===== src/hdl/xer_pkg.sv =====
// shared types, character codes and helper functions of the entity reference decoder
package xer_pkg;

  localparam int SCAN_LIMIT_DEF = 64;
  localparam int HELD_DEPTH     = 64;
  localparam int HELD_AW        = 6;
  localparam int CNT_W          = 7;
  localparam int NAME_NUM       = 5;

  localparam logic [7:0] CH_AMP   = 8'h26;
  localparam logic [7:0] CH_SEMI  = 8'h3B;
  localparam logic [7:0] CH_HASH  = 8'h23;
  localparam logic [7:0] CH_LT    = 8'h3C;
  localparam logic [7:0] CH_GT    = 8'h3E;
  localparam logic [7:0] CH_QUOT  = 8'h22;
  localparam logic [7:0] CH_APOS  = 8'h27;
  localparam logic [7:0] CH_X_LO  = 8'h78;
  localparam logic [7:0] CH_X_UP  = 8'h58;
  localparam logic [7:0] CH_0     = 8'h30;
  localparam logic [7:0] CH_9     = 8'h39;
  localparam logic [7:0] CH_A_LO  = 8'h61;
  localparam logic [7:0] CH_F_LO  = 8'h66;
  localparam logic [7:0] CH_A_UP  = 8'h41;
  localparam logic [7:0] CH_F_UP  = 8'h46;

  localparam logic [31:0] CP_MAX    = 32'h0010_FFFF;
  localparam logic [31:0] SURR_LO   = 32'h0000_D800;
  localparam logic [31:0] SURR_HI   = 32'h0000_DFFF;
  localparam logic [31:0] LIM_1BYTE = 32'h0000_0080;
  localparam logic [31:0] LIM_2BYTE = 32'h0000_0800;
  localparam logic [31:0] LIM_3BYTE = 32'h0001_0000;
  localparam logic [7:0]  LEAD_2    = 8'hC0;
  localparam logic [7:0]  LEAD_3    = 8'hE0;
  localparam logic [7:0]  LEAD_4    = 8'hF0;
  localparam logic [7:0]  CONT_MARK = 8'h80;

  typedef struct packed {
    logic [7:0] text_byte;
    logic       string_end;
  } in_item_t;

  typedef struct packed {
    logic [7:0] out_byte_a;
    logic [7:0] out_byte_b;
    logic [7:0] out_byte_c;
    logic [7:0] out_byte_d;
    logic [2:0] byte_count;
    logic       run_done;
    logic       string_done;
  } out_item_t;

  // byte classification
  typedef struct packed {
    logic       is_amp;
    logic       is_semi;
    logic       is_hash;
    logic       is_x;
    logic       dec_ok;
    logic       hex_ok;
    logic [3:0] dig;
  } cls_t;

  typedef struct packed {
    in_item_t item;
    cls_t     cls;
  } front_t;

  typedef struct packed {
    logic [2:0]      cnt;
    logic [3:0][7:0] b;
  } utf_t;

  function automatic cls_t classify(logic [7:0] c);
    cls_t r;
    logic lo, up;
    r = '0;
    lo = (c >= CH_A_LO) && (c <= CH_F_LO);
    up = (c >= CH_A_UP) && (c <= CH_F_UP);
    r.is_amp  = (c == CH_AMP);
    r.is_semi = (c == CH_SEMI);
    r.is_hash = (c == CH_HASH);
    r.is_x    = (c == CH_X_LO) || (c == CH_X_UP);
    r.dec_ok  = (c >= CH_0) && (c <= CH_9);
    r.hex_ok  = r.dec_ok || lo || up;
    if (r.dec_ok) begin
      r.dig = 4'(c - CH_0);
    end else if (lo) begin
      r.dig = 4'(c - CH_A_LO + 8'd10);
    end else if (up) begin
      r.dig = 4'(c - CH_A_UP + 8'd10);
    end
    return r;
  endfunction

  // named entities: lt gt amp quot apos
  function automatic logic [2:0] name_len(int k);
    logic [2:0] r;
    case (k)
      0, 1:    r = 3'd2;
      2:       r = 3'd3;
      default: r = 3'd4;
    endcase
    return r;
  endfunction

  function automatic logic [7:0] name_char(int k, logic [1:0] i);
    logic [31:0] s;
    case (k)
      0:       s = {8'h6C, 8'h74, 8'h00, 8'h00};
      1:       s = {8'h67, 8'h74, 8'h00, 8'h00};
      2:       s = {8'h61, 8'h6D, 8'h70, 8'h00};
      3:       s = {8'h71, 8'h75, 8'h6F, 8'h74};
      default: s = {8'h61, 8'h70, 8'h6F, 8'h73};
    endcase
    return s[31 - 8 * i -: 8];
  endfunction

  function automatic logic [7:0] name_out(int k);
    logic [7:0] r;
    case (k)
      0:       r = CH_LT;
      1:       r = CH_GT;
      2:       r = CH_AMP;
      3:       r = CH_QUOT;
      default: r = CH_APOS;
    endcase
    return r;
  endfunction

  function automatic utf_t utf8_encode(logic [31:0] v);
    utf_t r;
    r = '0;
    if (v == '0 || v > CP_MAX || (v >= SURR_LO && v <= SURR_HI)) begin
      r.cnt = 3'd0;
    end else if (v < LIM_1BYTE) begin
      r.cnt  = 3'd1;
      r.b[0] = v[7:0];
    end else if (v < LIM_2BYTE) begin
      r.cnt  = 3'd2;
      r.b[0] = LEAD_2 | {3'b0, v[10:6]};
      r.b[1] = CONT_MARK | {2'b0, v[5:0]};
    end else if (v < LIM_3BYTE) begin
      r.cnt  = 3'd3;
      r.b[0] = LEAD_3 | {4'b0, v[15:12]};
      r.b[1] = CONT_MARK | {2'b0, v[11:6]};
      r.b[2] = CONT_MARK | {2'b0, v[5:0]};
    end else begin
      r.cnt  = 3'd4;
      r.b[0] = LEAD_4 | {5'b0, v[20:18]};
      r.b[1] = CONT_MARK | {2'b0, v[17:12]};
      r.b[2] = CONT_MARK | {2'b0, v[11:6]};
      r.b[3] = CONT_MARK | {2'b0, v[5:0]};
    end
    return r;
  endfunction

endpackage


===== src/hdl/xer_ram.sv =====
// generic single-write, single-read ram with registered read data
module xer_ram #(
  parameter int WIDTH = 8,
  parameter int DEPTH = 64
) (
  input  logic                     clk,
  input  logic                     we,
  input  logic [$clog2(DEPTH)-1:0] waddr,
  input  logic [WIDTH-1:0]         wdata,
  input  logic [$clog2(DEPTH)-1:0] raddr,
  output logic [WIDTH-1:0]         rdata
);
  logic [WIDTH-1:0] mem [DEPTH];

  always_ff @(posedge clk) begin
    if (we) begin
      mem[waddr] <= wdata;
    end
    rdata <= mem[raddr];
  end
endmodule


===== src/hdl/xer_front.sv =====
// front end: accepts input items, classifies the byte and queues it for the sequencer
module xer_front (
  input  logic              clk,
  input  logic              rst,
  input  xer_pkg::in_item_t text,
  input  logic              push,
  output logic              full,
  output xer_pkg::front_t   fq,
  output logic              fq_valid,
  input  logic              fq_pop
);
  import xer_pkg::*;

  front_t     slot [2];
  logic       wp, rp;
  logic [1:0] cnt;
  logic       do_push, do_pop;

  assign full     = (cnt == 2'd2);
  assign fq_valid = (cnt != 2'd0);
  assign fq       = slot[rp];
  assign do_push  = push && !full;
  assign do_pop   = fq_pop && fq_valid;

  always_ff @(posedge clk) begin
    if (do_push) begin
      slot[wp] <= '{item: text, cls: classify(text.text_byte)};
    end
    if (rst) begin
      wp  <= 1'b0;
      rp  <= 1'b0;
      cnt <= 2'd0;
    end else begin
      if (do_push) wp <= ~wp;
      if (do_pop)  rp <= ~rp;
      cnt <= cnt + 2'(do_push) - 2'(do_pop);
    end
  end
endmodule


===== src/hdl/xer_back.sv =====
// back end: reference sequencer, held byte store, replay, utf-8 output and group packing
module xer_back #(
  parameter int SCAN_LIMIT = xer_pkg::SCAN_LIMIT_DEF
) (
  input  logic               clk,
  input  logic               rst,
  input  xer_pkg::front_t    fq,
  input  logic               fq_valid,
  output logic               fq_pop,
  output xer_pkg::out_item_t decoded,
  output logic               empty,
  input  logic               pop
);
  import xer_pkg::*;

  localparam logic [CNT_W-1:0]   LIM_M1  = CNT_W'(SCAN_LIMIT - 1);
  localparam logic [HELD_AW-1:0] RP_LAST = HELD_AW'(SCAN_LIMIT - 1);

  typedef enum logic [9:0] {
    ST_IDLE      = 10'b00_0000_0001,
    ST_REPLAY_RD = 10'b00_0000_0010,
    ST_REPLAY    = 10'b00_0000_0100,
    ST_LIM_AMP   = 10'b00_0000_1000,
    ST_UTF       = 10'b00_0001_0000,
    ST_DUMP_AMP  = 10'b00_0010_0000,
    ST_DUMP      = 10'b00_0100_0000,
    ST_DUMP_SEMI = 10'b00_1000_0000,
    ST_END       = 10'b01_0000_0000,
    ST_FIN       = 10'b10_0000_0000
  } state_t;

  state_t              state, state_next;
  logic                in_ref, in_ref_next;
  logic [CNT_W-1:0]    held_cnt, held_cnt_next;
  logic                rmode, rmode_next;
  logic [HELD_AW-1:0]  rp, rp_next;
  logic [HELD_AW-1:0]  di, di_next;
  logic [CNT_W-1:0]    dump_len, dump_len_next;
  logic                dsemi, dsemi_next;
  logic [1:0]          ui, ui_next;
  logic [2:0]          ucnt, ucnt_next;
  logic [3:0][7:0]     code, code_next;
  logic                cur_last, cur_last_next;
  logic [NAME_NUM-1:0] nm, nm_next;
  logic                first_hash, first_hash_next;
  logic                hex_mode, hex_mode_next;
  logic                num_ok, num_ok_next;
  logic                num_any, num_any_next;
  logic [31:0]         val, val_next;

  // held byte store
  logic               we;
  logic [HELD_AW-1:0] raddr;
  logic [7:0]         rd_data;

  // processing of one byte, from the front queue or from replay
  logic       proc, pdone, pgo_adv, adv;
  logic [7:0] pb;
  cls_t       pc;
  logic       name_hit, num_valid;
  logic [7:0] name_ch;
  utf_t       enc;

  // byte emit and group packing
  logic            emit_req, emit_ok, emit_fire, fin_fire, can_push;
  logic [7:0]      emit_byte;
  logic [3:0][7:0] pk;
  logic [2:0]      pk_cnt;
  logic            out_valid;

  xer_ram #(.WIDTH(8), .DEPTH(HELD_DEPTH)) u_held (
    .clk   (clk),
    .we    (we),
    .waddr (held_cnt[HELD_AW-1:0]),
    .wdata (pb),
    .raddr (raddr),
    .rdata (rd_data)
  );

  assign pb = (state == ST_IDLE) ? fq.item.text_byte : rd_data;
  assign pc = (state == ST_IDLE) ? fq.cls : classify(rd_data);
  assign proc = ((state == ST_IDLE) && fq_valid) || (state == ST_REPLAY);

  assign num_valid = first_hash && (held_cnt >= CNT_W'(2)) && num_ok && num_any;
  assign enc       = utf8_encode(val);

  always_comb begin
    name_hit = 1'b0;
    name_ch  = '0;
    for (int k = NAME_NUM - 1; k >= 0; k--) begin
      if (nm[k] && held_cnt == CNT_W'(name_len(k))) begin
        name_hit = 1'b1;
        name_ch  = name_out(k);
      end
    end
  end

  assign can_push  = !out_valid || pop;
  assign emit_ok   = (pk_cnt != 3'd4) || can_push;
  assign emit_fire = emit_req && emit_ok;
  assign fin_fire  = (state == ST_FIN) && (pk_cnt != 3'd0) && can_push;

  always_comb begin
    state_next      = state;
    in_ref_next     = in_ref;
    held_cnt_next   = held_cnt;
    rmode_next      = rmode;
    rp_next         = rp;
    di_next         = di;
    dump_len_next   = dump_len;
    dsemi_next      = dsemi;
    ui_next         = ui;
    ucnt_next       = ucnt;
    code_next       = code;
    cur_last_next   = cur_last;
    nm_next         = nm;
    first_hash_next = first_hash;
    hex_mode_next   = hex_mode;
    num_ok_next     = num_ok;
    num_any_next    = num_any;
    val_next        = val;
    emit_req        = 1'b0;
    emit_byte       = '0;
    fq_pop          = 1'b0;
    we              = 1'b0;
    raddr           = '0;
    pdone           = 1'b0;
    pgo_adv         = 1'b0;
    adv             = 1'b0;

    if (proc) begin
      if (!in_ref) begin
        pgo_adv = 1'b1;
        if (pc.is_amp) begin
          in_ref_next   = 1'b1;
          held_cnt_next = '0;
          nm_next       = '1;
          pdone         = 1'b1;
        end else begin
          emit_req  = 1'b1;
          emit_byte = pb;
          pdone     = emit_ok;
        end
      end else if (pc.is_semi) begin
        // reference closed: named, numeric or verbatim
        pdone         = 1'b1;
        in_ref_next   = 1'b0;
        held_cnt_next = '0;
        ui_next       = '0;
        if (name_hit) begin
          code_next    = '0;
          code_next[0] = name_ch;
          ucnt_next    = 3'd1;
          state_next   = ST_UTF;
        end else if (num_valid && enc.cnt != 3'd0) begin
          code_next  = enc.b;
          ucnt_next  = enc.cnt;
          state_next = ST_UTF;
        end else begin
          dump_len_next = held_cnt;
          dsemi_next    = 1'b1;
          state_next    = ST_DUMP_AMP;
        end
      end else begin
        // hold the byte and update the running decode
        pdone         = 1'b1;
        we            = 1'b1;
        held_cnt_next = held_cnt + CNT_W'(1);
        for (int k = 0; k < NAME_NUM; k++) begin
          nm_next[k] = nm[k] && (held_cnt < CNT_W'(name_len(k)))
                       && (pb == name_char(k, held_cnt[1:0]));
        end
        if (held_cnt == '0) begin
          first_hash_next = pc.is_hash;
          hex_mode_next   = 1'b0;
          num_ok_next     = 1'b1;
          num_any_next    = 1'b0;
          val_next        = '0;
        end else if (held_cnt == CNT_W'(1)) begin
          if (pc.is_x) begin
            hex_mode_next = 1'b1;
          end else if (pc.dec_ok) begin
            val_next     = {28'b0, pc.dig};
            num_any_next = 1'b1;
          end else begin
            num_ok_next = 1'b0;
          end
        end else if (hex_mode) begin
          if (pc.hex_ok) begin
            val_next     = {val[27:0], pc.dig};
            num_any_next = 1'b1;
          end else begin
            num_ok_next = 1'b0;
          end
        end else begin
          if (pc.dec_ok) begin
            val_next     = (val << 3) + (val << 1) + {28'b0, pc.dig};
            num_any_next = 1'b1;
          end else begin
            num_ok_next = 1'b0;
          end
        end
        if (held_cnt == LIM_M1) begin
          // no terminator in range: give up and replay the held bytes
          in_ref_next   = 1'b0;
          held_cnt_next = '0;
          state_next    = ST_LIM_AMP;
        end else begin
          pgo_adv = 1'b1;
        end
      end
      if (pdone && state == ST_IDLE) begin
        fq_pop        = 1'b1;
        cur_last_next = fq.item.string_end;
      end
      adv = pdone && pgo_adv;
    end

    unique case (state)
      ST_IDLE: begin
      end
      ST_REPLAY_RD: begin
        raddr      = rp;
        state_next = ST_REPLAY;
      end
      ST_REPLAY: begin
        raddr = rp;
      end
      ST_LIM_AMP: begin
        emit_req  = 1'b1;
        emit_byte = CH_AMP;
        if (emit_ok) begin
          rmode_next = 1'b1;
          rp_next    = '0;
          state_next = ST_REPLAY_RD;
        end
      end
      ST_UTF: begin
        emit_req  = 1'b1;
        emit_byte = code[ui];
        if (emit_ok) begin
          if (3'(ui) + 3'd1 == ucnt) begin
            adv = 1'b1;
          end else begin
            ui_next = ui + 2'd1;
          end
        end
      end
      ST_DUMP_AMP: begin
        emit_req  = 1'b1;
        emit_byte = CH_AMP;
        raddr     = '0;
        if (emit_ok) begin
          di_next = '0;
          if (dump_len != '0) begin
            state_next = ST_DUMP;
          end else if (dsemi) begin
            state_next = ST_DUMP_SEMI;
          end else begin
            state_next = ST_FIN;
          end
        end
      end
      ST_DUMP: begin
        emit_req  = 1'b1;
        emit_byte = rd_data;
        raddr     = emit_ok ? di + HELD_AW'(1) : di;
        if (emit_ok) begin
          di_next = di + HELD_AW'(1);
          if (CNT_W'(di) + CNT_W'(1) == dump_len) begin
            state_next = dsemi ? ST_DUMP_SEMI : ST_FIN;
          end
        end
      end
      ST_DUMP_SEMI: begin
        emit_req  = 1'b1;
        emit_byte = CH_SEMI;
        adv       = emit_ok;
      end
      ST_END: begin
        // end of string flushes an open reference verbatim
        if (cur_last && in_ref) begin
          dump_len_next = held_cnt;
          dsemi_next    = 1'b0;
          state_next    = ST_DUMP_AMP;
        end else begin
          state_next = ST_FIN;
        end
        if (cur_last) begin
          in_ref_next   = 1'b0;
          held_cnt_next = '0;
        end
      end
      ST_FIN: begin
        if (pk_cnt == 3'd0 || can_push) begin
          state_next = ST_IDLE;
        end
      end
      default: begin
        state_next = ST_IDLE;
      end
    endcase

    if (adv) begin
      if (rmode && rp != RP_LAST) begin
        rp_next    = rp + HELD_AW'(1);
        state_next = ST_REPLAY_RD;
      end else begin
        rmode_next = 1'b0;
        state_next = ST_END;
      end
    end
  end

  always_ff @(posedge clk) begin
    if (rst) begin
      state    <= ST_IDLE;
      in_ref   <= 1'b0;
      held_cnt <= '0;
      rmode    <= 1'b0;
      cur_last <= 1'b0;
    end else begin
      state    <= state_next;
      in_ref   <= in_ref_next;
      held_cnt <= held_cnt_next;
      rmode    <= rmode_next;
      cur_last <= cur_last_next;
    end
    rp         <= rp_next;
    di         <= di_next;
    dump_len   <= dump_len_next;
    dsemi      <= dsemi_next;
    ui         <= ui_next;
    ucnt       <= ucnt_next;
    code       <= code_next;
    nm         <= nm_next;
    first_hash <= first_hash_next;
    hex_mode   <= hex_mode_next;
    num_ok     <= num_ok_next;
    num_any    <= num_any_next;
    val        <= val_next;
  end

  // group packing: a full group leaves only once the next byte shows it is not the last
  always_ff @(posedge clk) begin
    if (emit_fire) begin
      if (pk_cnt == 3'd4) begin
        decoded <= '{out_byte_a: pk[0], out_byte_b: pk[1], out_byte_c: pk[2],
                     out_byte_d: pk[3], byte_count: 3'd4, run_done: 1'b0,
                     string_done: 1'b0};
        pk[0] <= emit_byte;
      end else begin
        pk[pk_cnt[1:0]] <= emit_byte;
      end
    end
    if (fin_fire) begin
      decoded <= '{out_byte_a: pk[0],
                   out_byte_b: (pk_cnt > 3'd1) ? pk[1] : 8'h00,
                   out_byte_c: (pk_cnt > 3'd2) ? pk[2] : 8'h00,
                   out_byte_d: (pk_cnt > 3'd3) ? pk[3] : 8'h00,
                   byte_count: pk_cnt, run_done: 1'b1, string_done: cur_last};
    end
    if (rst) begin
      pk_cnt    <= '0;
      out_valid <= 1'b0;
    end else begin
      if (emit_fire) begin
        pk_cnt <= (pk_cnt == 3'd4) ? 3'd1 : pk_cnt + 3'd1;
      end else if (fin_fire) begin
        pk_cnt <= '0;
      end
      if ((emit_fire && pk_cnt == 3'd4) || fin_fire) begin
        out_valid <= 1'b1;
      end else if (pop) begin
        out_valid <= 1'b0;
      end
    end
  end

  assign empty = !out_valid;
endmodule


===== src/hdl/xer_entity_reference_decoder.sv =====
// top level of the xml entity and character reference decoder
// a plain byte is held in a front queue slot, then in the packing group, before it reaches the result register
// items are handled one at a time: a plain or held byte passes the idle, end and fin states;
//   a ';' closing a reference emits its bytes first, and a scan-limit replay rereads held bytes
// reset: synchronous, clears control state only; the held-byte ram is not cleared and
//   only entries written since the current reference opened are ever read
module xml_entity_reference_decoder #(
  parameter int SCAN_LIMIT = xer_pkg::SCAN_LIMIT_DEF
) (
  input  logic               clk,
  input  logic               rst,
  input  xer_pkg::in_item_t  text,
  input  logic               push,
  output logic               full,
  output xer_pkg::out_item_t decoded,
  output logic               empty,
  input  logic               pop
);
  import xer_pkg::*;

  front_t fq;
  logic   fq_valid;
  logic   fq_pop;

  // front: input item queue with byte classification
  xer_front u_front (
    .clk      (clk),
    .rst      (rst),
    .text     (text),
    .push     (push),
    .full     (full),
    .fq       (fq),
    .fq_valid (fq_valid),
    .fq_pop   (fq_pop)
  );

  // back: reference decode, replay and group packing into the result register
  xer_back #(.SCAN_LIMIT(SCAN_LIMIT)) u_back (
    .clk      (clk),
    .rst      (rst),
    .fq       (fq),
    .fq_valid (fq_valid),
    .fq_pop   (fq_pop),
    .decoded  (decoded),
    .empty    (empty),
    .pop      (pop)
  );
endmodule

===== config.mk =====
export PLATFORM = sky130hd
export DESIGN_NAME = xml_entity_reference_decoder
export DESIGN_NICKNAME = d
export VERILOG_FILES = /design/src/hdl/xer_pkg.sv /design/src/hdl/xer_ram.sv /design/src/hdl/xer_front.sv /design/src/hdl/xer_back.sv /design/src/hdl/xer_entity_reference_decoder.sv
export SDC_FILE = /design/constraint.sdc
export NUM_CORES = 1
export LEC_CHECK = 0
export BUFFER_PORTS_ARGS = -buffer_cell sky130_fd_sc_hd__clkbuf_2
export CORE_MARGIN = 2
export CORE_UTILIZATION = 50
export DETAILED_ROUTE_END_ITERATION = 7
export PLACE_DENSITY = 0.7
export SLEW_MARGIN = 15
export SYNTH_ARGS = -nofsm -noshare
export SYNTH_HDL_FRONTEND = slang
export SYNTH_SLANG_ARGS = --single-unit
export TNS_END_PERCENT = 1

===== constraint.sdc =====
create_clock -name clk -period 7.2 [get_ports clk]
set_clock_uncertainty 0.1 [all_clocks]
set_input_delay 1.08 -clock clk [delete_from_list [all_inputs] [get_ports clk]]
set_output_delay 1.08 -clock clk [all_outputs]
set_load 0.01 [all_outputs]

==> results by group <==
Run status
  – Status: completed

Place
  – Gpl congestion: 0.9112
  – Dpl ws: 1.384 ns
  – Placed Area: 35270 um2
  – # port buffers: between 50 and 60
  – Post-DP HPWL: 50.85 mm
  – Placed insts: ~3500

Routing
  – DR WL/cell: between 20 and 25 um
  – Routed wire length: around 80 mm
  – DR pass1 iterations: 7
  – Iteration-0 DRC Markers: 2213
  – Via-to-Cell Ratio: approximately 6
  – Final ANT Viol Nets: 0
  – DRC Markers: 0
  – DR vias: 22050

Cells and area
  – Fin nets: between 2000 and 3000
  – Most frequent cells in the layout: edfxtp_1 (697), nand2_1 (265), nor2_1 (219)
  – FF+latch area: between 20000 and 25000 um2
  – Area of the multi-input gates: 11380 um2
  – Fraction of layout cells with a size suffix above 1: 0.09091
  – Layout fillers: 5300
  – Fin cells: approximately 3600
  – Commonest non-fill, non-tap cell in the layout: edfxtp_1
  – Antenna diodes: 0
  – Final instance area: 37780 um2
  – Area delta synth->final: 10.60%

Worst setup path
  – Critical path class: reg -> reg
  – Crit end category: flip-flop
  – CP required: about 7.5 ns
  – CP Launch Type: flip-flop
  – Worst Path Arrival: ~6.0 ns
  – Crit path max fanout: 33

Logic synthesis
  – Mapped Cells: 2653
  – Leading register cell type out of synthesis: edfxtp_1
  – Seq cells post-synth: 751
  – Synth area leader: edfxtp_1
  – Syn_nets: 2752
  – Post-synth top area share: 0.6127
  – Netlist cell types: 74
  – Mapped Area: between 30000 and 40000 um2
  – EDFF count, synth: 697
  – Synth top area cells: edfxtp_1 (61%), mux2i_1 (5.5%), dfxtp_1 (3.2%)
  – Yosys warnings: 0
  – Asr flop ratio synth: 0
  – Sequential share of the synthesized area: 0.6444
  – Mean Syn Cell Area: between 10 and 15 um2

CTS
  – Worst-case clock buffer depth: 3
  – Clock Latency Late Sink: between 0.6 and 0.7 ns
  – Clock Sinks: 751
  – Setup repair bufs after CTS: 0
  – H-tree levels: 3
  – Cts bufs inserted: 77
  – Root buffer cell: clkbuf_16
  – CTS tree: done
  – CTS Hold Bufs: 0
  – Post-CTS Resized: 0
  – Reg clk slew, reported paths: 0.06 ns

Die
  – Core area: just under 70000 um2
  – Initial core utilization: 0.5068
  – DIE HEIGHT: approximately 270 um
  – Core Rows: 95
  – I/O pin count: between 50 and 60
  – Die X-Extent: 265.4 um
  – Total die area: 70420 um2

Global route
  – Largest net degree at the start of global routing: 156
  – Met2 GRT Util: 0.3645
  – Met3 Usage GRT: 0.03962
  – Gr usage total: 0.2274
  – First-pass GRT wire length: approximately 120 mm
  – Number of global-route vias before repair: 21520
  – Met1 Use GR: 0.3118
  – Gr busiest metal: met2
  – Antenna violations before repair: 2
  – Total gr overflow: 0

STA
  – Pins Over Slew Limit: 0
  – Post-route setup slack: approximately 1.6 ns
  – Slew @ Worst Pin: around 1.1 ns
  – Slew HR: 0.2763
  – Final setup violating endpoints: 0
  – Unrepaired setup endpoints after global routing: false
  – Tcrit/Tclk final: 0.7796
  – Fin. Hold Viols: 0
  – Setup TNS: 0 ns
  – Max Fclk: 178.1 MHz
  – Min Tclk post-route: ~5.6 ns

Power and ir drop
  – Peak supply drop: 300.4 uV
  – Cell Pwr Density: 307.4 nW/um2
  – Leakage Power: roughly 13 nW

Worst hold path
  – Hold/Removal Path Class: reg -> reg

Run
  – Max-cap violation count: 0
## layout make-up
class                           instances  area share
Multi-Input combinational cell       1711      0.3013
Tap cell                              873     0.02891
Clock inverter                         46     0.01163
Inverter                               47    0.004736
Clock buffer                           96     0.05452
Timing Repair Buffer                   88     0.01630
Sequential cell                       751      0.5827
## flip-flops by register name, indices dropped and copies added (netlist names), 3 cells and up, named ones only
register	cells
u_back.val	32
u_back.di	6
u_back.code	29
u_front.slot	38
u_back.u_held.rdata	8
u_back.pk	32
u_back.nm	5
u_back.ucnt	3
u_back.dump_len	7
u_back.decoded	37
u_back.u_held.mem	512
u_back.rp	6
u_back.pk_cnt	3
u_back.held_cnt	7
u_back.state	10
## cells in the mapped netlist (all sizes together), types with 19 or more instances
cell	n
xor2	24
clkbuf	82
nand3	66
nand2b	19
nor2	220
buf	62
nor4	27
nand2	265
nor2b	24
nor3	47
o21ai	67
mux2i	186
ha	84
xnor2	35
and2	129
a311oi	34
edfxtp	697
o211ai	24
a21o	20
a21oi	105
inv	47
dfxtp	54
a211oi	129
a31oi	26
## layer usage
layer | vias to the layer above | share of wire
li1 | 10070 | -
met3 | 183 | 0.077
met2 | 883 | 0.47
met5 | - | 0.00032
met4 | 4 | 0.031
met1 | 10910 | 0.42
## final timing paths
| kind | from | to | slack (ns) | depth (start not counted) |
|---|---|---|---|---|
| min reg2reg | u_back.rmode | u_back.rmode | 0.37 | 2 |
| min | u_back.rmode | u_back.rmode | 0.37 | 2 |
| max reg2reg | u_back.pk_cnt[0] | u_back.u_held.rdata[1] | 1.59 | 12 |
| max | u_back.pk_cnt[0] | u_back.u_held.rdata[1] | 1.59 | 12 |
## worst max-delay path: stages, from the launching register on
cell and delay [ns]:
dfxtp_1 0.38, inv_1 0.11, ha_1 0.39, nand4b_1 0.64
mux2i_1 0.39, o2bb2ai_4 0.85, buf_4 0.55, mux2i_1 0.14
mux2i_1 0.17, mux2i_1 0.19, a22o_1 0.29, or3_1 0.43
nor4_1 0.79
## through the flow
step / util / hold WS (ns) / power [mW]
3_5_place_dp: 0.5233 / 0.3679 / 7.763
6_report: 0.5605 / 0.3697 / 11.61
4_1_cts: 0.5603 / 0.3757 / 11.65
2_1_floorplan: - / 0.3434 / 6.971
3_3_place_gp: 0.5227 / 0.3583 / 7.693
5_1_grt: 0.5605 / 0.4086 / 12.06
## report_power, final
group,switching [mW],total (mW),internal (mW)
clock network,1.68,3.91,2.24
registers,0.114,5.68,5.56
logic,1.51,2.02,0.513
## cells by family after synthesis
| kind of cell | Yosys count | synth area share |
|---|---|---|
| XOR/XNOR | 59 | 0.01513 |
| AND/OR/NAND/NOR | 880 | 0.1244 |
| adder cells (fa/ha/maj) | 86 | 0.03194 |
| AO/OA/AOI/OAI | 484 | 0.09685 |
| multiplexers | 202 | 0.06209 |
| buffers and inverters | 191 | 0.02516 |
| flip-flops | 751 | 0.6444 |
No activity file was read; power rests on OpenSTA's default activity.
